**src/rtl/nts_pkg.sv**
```systemverilog
// Shared types and constants for the nested type syntax checker.
// No dependencies; used by every module in rtl/.
package nts_pkg;

   localparam int MAX_DEPTH_DEFAULT  = 16;
   localparam int INDEX_BITS_DEFAULT = 16;
   localparam int QUEUE_DEPTH        = 2;

   localparam logic [7:0] CH_LSQUARE    = 8'h5b;
   localparam logic [7:0] CH_RSQUARE    = 8'h5d;
   localparam logic [7:0] CH_LPAREN     = 8'h28;
   localparam logic [7:0] CH_RPAREN     = 8'h29;
   localparam logic [7:0] CH_LANGLE     = 8'h3c;
   localparam logic [7:0] CH_RANGLE     = 8'h3e;
   localparam logic [7:0] CH_STAR       = 8'h2a;
   localparam logic [7:0] CH_COMMA      = 8'h2c;
   localparam logic [7:0] CH_UNDERSCORE = 8'h5f;

   typedef enum logic [1:0] {
      KIND_NONE,
      KIND_SQUARE,
      KIND_PAREN,
      KIND_ANGLE
   } kind_type;

   typedef enum logic [1:0] {
      PH_ID_START,
      PH_ID_REST,
      PH_STARS,
      PH_LIST_FIRST
   } phase_type;

   typedef enum logic [2:0] {
      ST_OK,
      ST_EMPTY_ID,
      ST_BAD_ID_START,
      ST_NOTHING_AFTER,
      ST_COMMA_EXPECTED,
      ST_UNTERMINATED,
      ST_TOO_DEEP
   } status_type;

   typedef struct packed {
      logic     has_char;
      logic     last;
      logic     alpha;
      logic     digit;
      logic     star;
      logic     comma;
      kind_type opener;
      kind_type closer;
   } token_type;

endpackage

```
**src/rtl/nts_back.sv**
```systemverilog
// Back end: parse state machine, closer stack and result register.
// Depends on nts_pkg.
module nts_back #(
   parameter int MAX_DEPTH  = nts_pkg::MAX_DEPTH_DEFAULT,
   parameter int INDEX_BITS = nts_pkg::INDEX_BITS_DEFAULT
) (
   input  logic                  clock,
   input  logic                  reset,
   input  logic                  head_valid,
   input  nts_pkg::token_type    token,
   input  logic [INDEX_BITS-1:0] char_pos,
   input  logic [INDEX_BITS-1:0] end_pos,
   output logic                  pop,
   output logic                  rsp_valid,
   input  logic                  rsp_stall,
   output logic [2:0]            rsp_status,
   output logic [INDEX_BITS-1:0] rsp_position
);

   localparam int AW = (MAX_DEPTH > 1) ? $clog2(MAX_DEPTH) : 1;
   localparam int DW = $clog2(MAX_DEPTH + 1);

   nts_pkg::phase_type    phase_ff, phase_in, ph_n;
   logic                  fin_ff, fin_in, fin_n;
   nts_pkg::status_type   status_ff, status_in, st_n;
   logic [INDEX_BITS-1:0] hpos_ff, hpos_in, hp_n;
   logic [DW-1:0]         depth_ff, depth_in, depth_n;
   nts_pkg::kind_type     top_ff, top_in;
   nts_pkg::kind_type     below_ff;
   nts_pkg::kind_type     stack_mem [MAX_DEPTH];
   logic                  push_k, pop_k, ended, closer_hit, out_free;
   logic                  rsp_valid_ff, rsp_valid_in;
   nts_pkg::status_type   rsp_status_ff, rsp_status_in;
   logic [INDEX_BITS-1:0] rsp_pos_ff, rsp_pos_in;

   assign out_free     = !rsp_valid_ff || !rsp_stall;
   assign pop          = head_valid && (!token.last || out_free);
   assign rsp_valid    = rsp_valid_ff;
   assign rsp_status   = rsp_status_ff;
   assign rsp_position = rsp_pos_ff;

   always_comb begin
      ph_n       = phase_ff;
      fin_n      = fin_ff;
      st_n       = status_ff;
      hp_n       = hpos_ff;
      push_k     = 1'b0;
      pop_k      = 1'b0;
      ended      = 1'b0;
      closer_hit = depth_ff != '0 && token.closer != nts_pkg::KIND_NONE
                   && token.closer == top_ff;

      if (token.has_char && !fin_ff) begin
         case (phase_ff)
            nts_pkg::PH_ID_START: begin
               if (token.alpha) begin
                  ph_n = nts_pkg::PH_ID_REST;
               end else begin
                  fin_n = 1'b1;
                  st_n  = nts_pkg::ST_BAD_ID_START;
                  hp_n  = char_pos;
               end
            end
            nts_pkg::PH_ID_REST: begin
               if (token.alpha || token.digit) begin
                  ph_n = nts_pkg::PH_ID_REST;
               end else if (token.opener != nts_pkg::KIND_NONE) begin
                  if (depth_ff == DW'(MAX_DEPTH)) begin
                     fin_n = 1'b1;
                     st_n  = nts_pkg::ST_TOO_DEEP;
                     hp_n  = char_pos;
                  end else begin
                     push_k = 1'b1;
                     ph_n   = nts_pkg::PH_LIST_FIRST;
                  end
               end else if (token.star) begin
                  ph_n = nts_pkg::PH_STARS;
               end else begin
                  ended = 1'b1;
               end
            end
            nts_pkg::PH_STARS: begin
               ended = !token.star;
            end
            default: begin
               if (closer_hit) begin
                  pop_k = 1'b1;
                  ph_n  = nts_pkg::PH_STARS;
               end else if (token.alpha) begin
                  ph_n = nts_pkg::PH_ID_REST;
               end else begin
                  fin_n = 1'b1;
                  st_n  = nts_pkg::ST_BAD_ID_START;
                  hp_n  = char_pos;
               end
            end
         endcase
      end

      if (ended) begin
         if (depth_ff == '0) begin
            fin_n = 1'b1;
            st_n  = nts_pkg::ST_OK;
            hp_n  = char_pos;
         end else if (closer_hit) begin
            pop_k = 1'b1;
            ph_n  = nts_pkg::PH_STARS;
         end else if (token.comma) begin
            ph_n = nts_pkg::PH_ID_START;
         end else begin
            fin_n = 1'b1;
            st_n  = nts_pkg::ST_COMMA_EXPECTED;
            hp_n  = char_pos;
         end
      end

      depth_n = depth_ff;
      if (push_k) begin
         depth_n = depth_ff + 1'b1;
      end else if (pop_k) begin
         depth_n = depth_ff - 1'b1;
      end

      if (token.last && !fin_n) begin
         hp_n = end_pos;
         case (ph_n)
            nts_pkg::PH_ID_START: st_n = nts_pkg::ST_EMPTY_ID;
            nts_pkg::PH_ID_REST,
            nts_pkg::PH_STARS:
               st_n = (depth_n == '0) ? nts_pkg::ST_OK : nts_pkg::ST_UNTERMINATED;
            default: st_n = nts_pkg::ST_NOTHING_AFTER;
         endcase
      end

      phase_in      = phase_ff;
      fin_in        = fin_ff;
      status_in     = status_ff;
      hpos_in       = hpos_ff;
      depth_in      = depth_ff;
      top_in        = top_ff;
      rsp_valid_in  = rsp_valid_ff && rsp_stall;
      rsp_status_in = rsp_status_ff;
      rsp_pos_in    = rsp_pos_ff;
      if (pop) begin
         if (push_k) begin
            top_in = token.opener;
         end else if (pop_k) begin
            top_in = below_ff;
         end
         if (token.last) begin
            phase_in      = nts_pkg::PH_ID_START;
            fin_in        = 1'b0;
            status_in     = nts_pkg::ST_OK;
            hpos_in       = '0;
            depth_in      = '0;
            rsp_valid_in  = 1'b1;
            rsp_status_in = st_n;
            rsp_pos_in    = hp_n;
         end else begin
            phase_in  = ph_n;
            fin_in    = fin_n;
            status_in = st_n;
            hpos_in   = hp_n;
            depth_in  = depth_n;
         end
      end
   end

   always_ff @(posedge clock) begin
      if (reset) begin
         phase_ff     <= nts_pkg::PH_ID_START;
         fin_ff       <= 1'b0;
         status_ff    <= nts_pkg::ST_OK;
         hpos_ff      <= '0;
         depth_ff     <= '0;
         rsp_valid_ff <= 1'b0;
      end else begin
         phase_ff     <= phase_in;
         fin_ff       <= fin_in;
         status_ff    <= status_in;
         hpos_ff      <= hpos_in;
         depth_ff     <= depth_in;
         rsp_valid_ff <= rsp_valid_in;
      end
   end

   always_ff @(posedge clock) begin
      top_ff        <= top_in;
      rsp_status_ff <= rsp_status_in;
      rsp_pos_ff    <= rsp_pos_in;
   end

   // stack_mem holds every open entry; below_ff tracks the entry under the top
   always_ff @(posedge clock) begin
      if (pop && push_k) begin
         stack_mem[AW'(depth_ff)] <= token.opener;
      end
      if (depth_in >= DW'(2)) begin
         below_ff <= stack_mem[AW'(depth_in - DW'(2))];
      end
   end

endmodule
```
**config.mk**
```make
export PLATFORM = sky130hd
export DESIGN_NAME = nts_back
export DESIGN_NICKNAME = d
export VERILOG_FILES = /design/src/rtl/nts_pkg.sv /design/src/rtl/nts_back.sv
export SDC_FILE = /design/constraint.sdc
export NUM_CORES = 1
export LEC_CHECK = 0
export BUFFER_PORTS_ARGS = -buffer_cell sky130_fd_sc_hd__buf_2
export CAP_MARGIN = 20
export CORE_MARGIN = 10
export CORE_UTILIZATION = 40
export CTS_CLUSTER_DIAMETER = 30
export DETAILED_ROUTE_END_ITERATION = 10
export PLACE_DENSITY_LB_ADDON = 0.3
export SYNTH_ARGS = -nofsm -noshare
export SYNTH_HDL_FRONTEND = slang
export SYNTH_SLANG_ARGS = --single-unit
```
**constraint.sdc**
```tcl
create_clock -name clock -period 3.6 [get_ports clock]
set_clock_uncertainty 0.05 [all_clocks]
set_input_delay 0.18 -clock clock [delete_from_list [all_inputs] [get_ports clock]]
set_output_delay 0.18 -clock clock [all_outputs]
set_load 0.01 [all_outputs]
```
==> out/results.ini <==
[power_and_ir_drop]
p_per_area_mw_per_mm2=413.2
ir_drop_mv=0.1907
p_leak_nw=2.033

[floorplan]
die_h_microns=126.3
initial_core_util_pct=41.32
die-area_sq_mm=0.01595
core_sq_mm=0.01094
dieWidth_microns=126.3
rows=38
ios=67

[routing]
avgViaCountPerCell=5.774
finalWirelength_microns=12310
first_iter_violations=278
wl_per_cell_microns=18.79
drc=0
drtPass1Iterations=5
dr_total_vias=3782
ant_nets=0

[setup_path]
crit_type=reg -> reg
crit_path_top_delay_cell=or4_4
startpoint_type=register
cp_max_fo=8
critical_path.max_stage_delay_ns=0.58
path_common_cell=mux2i_1
cp-end-kind=register
crit_required_ns=3.63
arrival_ns=3.55
path_cells=inv_2 > ha_2 > or3b_4 > or4_4 > or3_4 > mux2_4 > a21oi_4 > xor2_4 > mux2i_1 > mux2i_1

[clock_tree]
clockBufferDepth=2
cts_tree=built
cts_root_buf=clkbuf_16
numCtsBuffers=9
clk_pin_slew_ns=0.07
clkSinkCount=83
ctsHoldBuffers=0
clk_latency_ns=0.34
htree_levels=3

[global_route]
grt_max_degree=22
first_global_vias=3764
antenna_found_initial=0
track_usage_pct=15.14
grt_pass1_wl_microns=19910
grt.overflow.total=0

[sta]
setup_violations=0
final_max_slew_viol_count=0
max_slew.worst_pin.slew_ns=0.7290
holdWs_ns=0.01086
fmax_mhz=284.1
hold_violations=0
setup-tns-final_ns=0
slew_headroom_pct=51.13
timing.final.crit_period_ns=3.520
period_share_pct=97.77

[synthesis]
ys_ff_latch=83
synth_area_per_cell_sq_um=10.43
async_flop_share_pct=0
synthTopCellsByArea=edfxtp_1 37%, dfxtp_1 12%, nor2_1 5.2%, mux4_2 4.0%, a221oi_1 3.5%
yosys-top-cells-count=62 x nor2_1, 55 x edfxtp_1, 31 x a21oi_1
synth.most_common_cell=nor2_1
yosys_warnings=0
post-synth-top-area-fraction_pct=36.55
ys_seq_area_share_pct=48.96
postSynthCellCount=433
synth_nets=491
synth_edf_count=55
synth_area_leader_cell=edfxtp_1
ys_types=61
syn_area_sq_mm=0.004518
synth_flop_cell=edfxtp_1

[layout]
final_layout_size_suffix_gt1_share_pct=26.99
area_growth_pct=21.38
finish.instance_area_sq_mm=0.005484
postLayoutCoreUtil_pct=50.15
final_nets=568
diodes=0

[place]
place.gp.congestion=0.8416
post-dp-hpwl_microns=9004
postPlaceCellArea_sq_mm=0.005104
io_buffers=66

[outcome]
status=completed

[min_path]
hp-class=in -> reg

[flow_run]
cap_violations=0

## worst max-delay path: cells and delay by family (launching register included)
kind | cells | cell delay [ns]
buf+inv | 1 | 0.09
flops | 1 | 0.36
mux | 3 | 0.68
fa+ha+maj | 1 | 0.19
simple gates | 3 | 1.39
xor+xnor | 1 | 0.26
compound gates | 1 | 0.24
## cells in the final DEF, fill, tap and decap left out, types with 3 or more instances in the layout
cell type	synthesis	final
buf_4	0	20
inv_1	16	15
o221ai_1	5	5
nor2b_1	5	5
nand2_1	22	22
and3_1	4	4
a21oi_1	31	30
mux4_2	8	8
buf_2	1	66
a31oi_1	7	7
ha_1	12	10
or3_1	3	3
mux2i_1	6	6
nor2_1	62	61
a221oi_1	18	17
a22o_1	8	7
o2bb2ai_1	7	7
o31ai_1	4	4
clkbuf_16	0	10
and2_1	21	21
a31o_2	3	3
dfxtp_1	28	28
o21ai_0	11	11
edfxtp_1	55	55
a22oi_1	5	5
nand3_1	8	8
or2_2	3	3
o21a_1	3	3
nor3_1	10	9
## where the power goes
group	internal [mW]	leakage, nW	switching (mW)
clock	0.583	0.156	0.383
combinational	0.0932	1.15	0.153
sequential	1.04	0.731	0.00999
total	1.72	2.03	0.547
## worst paths after layout
check / slack (ns) / depth (start not counted) / start / endpoint
worst max-delay path: 0.08 / 10 / phase_ff[1]$_SDFFE_PP0P_ / below_ff[1]$_DFFE_PP_
worst min-delay path: 0.01 / 2 / char_pos[0] / hpos_ff[0]$_SDFFE_PP0P_
worst max register to register: 0.08 / 10 / phase_ff[1]$_SDFFE_PP0P_ / below_ff[1]$_DFFE_PP_
worst min register to register: 0.41 / 1 / status_ff[0]$_SDFFE_PP0P_ / status_ff[0]$_SDFFE_PP0P_
## layout make-up
cell class | count | area (sq um)
multi-input combinational | 311 | 2192
timing repair buffer | 89 | 531.8
tap | 140 | 175.2
clock inverter | 5 | 58.81
clock buffer | 11 | 254.0
fill | 1020 | 5451
inverter | 16 | 60.06
sequential | 83 | 2212
## registers in the layout (all words and copies together), names as in the netlist
register,count
phase_ff,2
rsp_position,16
below_ff,2
rsp_valid,1
rsp_status,3
status_ff,3
top_ff,2
fin_ff,1
hpos_ff,16
depth_ff,5
stack_mem,32
## layer usage
metal	global-route usage, %	share of wire [%]	vias up
li1	-	-	1804
met3	2.601	5.0	14
met5	0	0	-
met4	5.492	1.6	0
met2	25.31	50	116
met1	19.15	44	1848
## repair_timing
action | in CTS | in global routing
setup endpoints to repair | 0 | 2
resized for setup | 0 | 10
buffers inserted | 0 | 3
## logic make-up after synthesis
| kind of cell | count (synthesis) | share of synthesized area, % |
|---|---|---|
| multiplexers | 15 | 5.649 |
| buffers and inverters | 39 | 3.434 |
| AND/OR/NAND/NOR | 157 | 17.70 |
| XOR/XNOR | 3 | 0.9971 |
| adder cells (fa/ha/maj) | 12 | 3.323 |
| flip-flops | 83 | 48.96 |
| AO/OA/AOI/OAI | 124 | 19.94 |
## through the flow
step	setup WS, ns	std cells	power [mW]
6_report	0.08026	655	2.266
5_1_grt	-0.01165	655	2.348
4_1_cts	0.1171	652	2.275
3_5_place_dp	0.1454	636	1.318
3_3_place_gp	0.2248	636	1.314
2_1_floorplan	0.03502	433	1.214
Note: power is estimated with default switching activity, not from simulation.
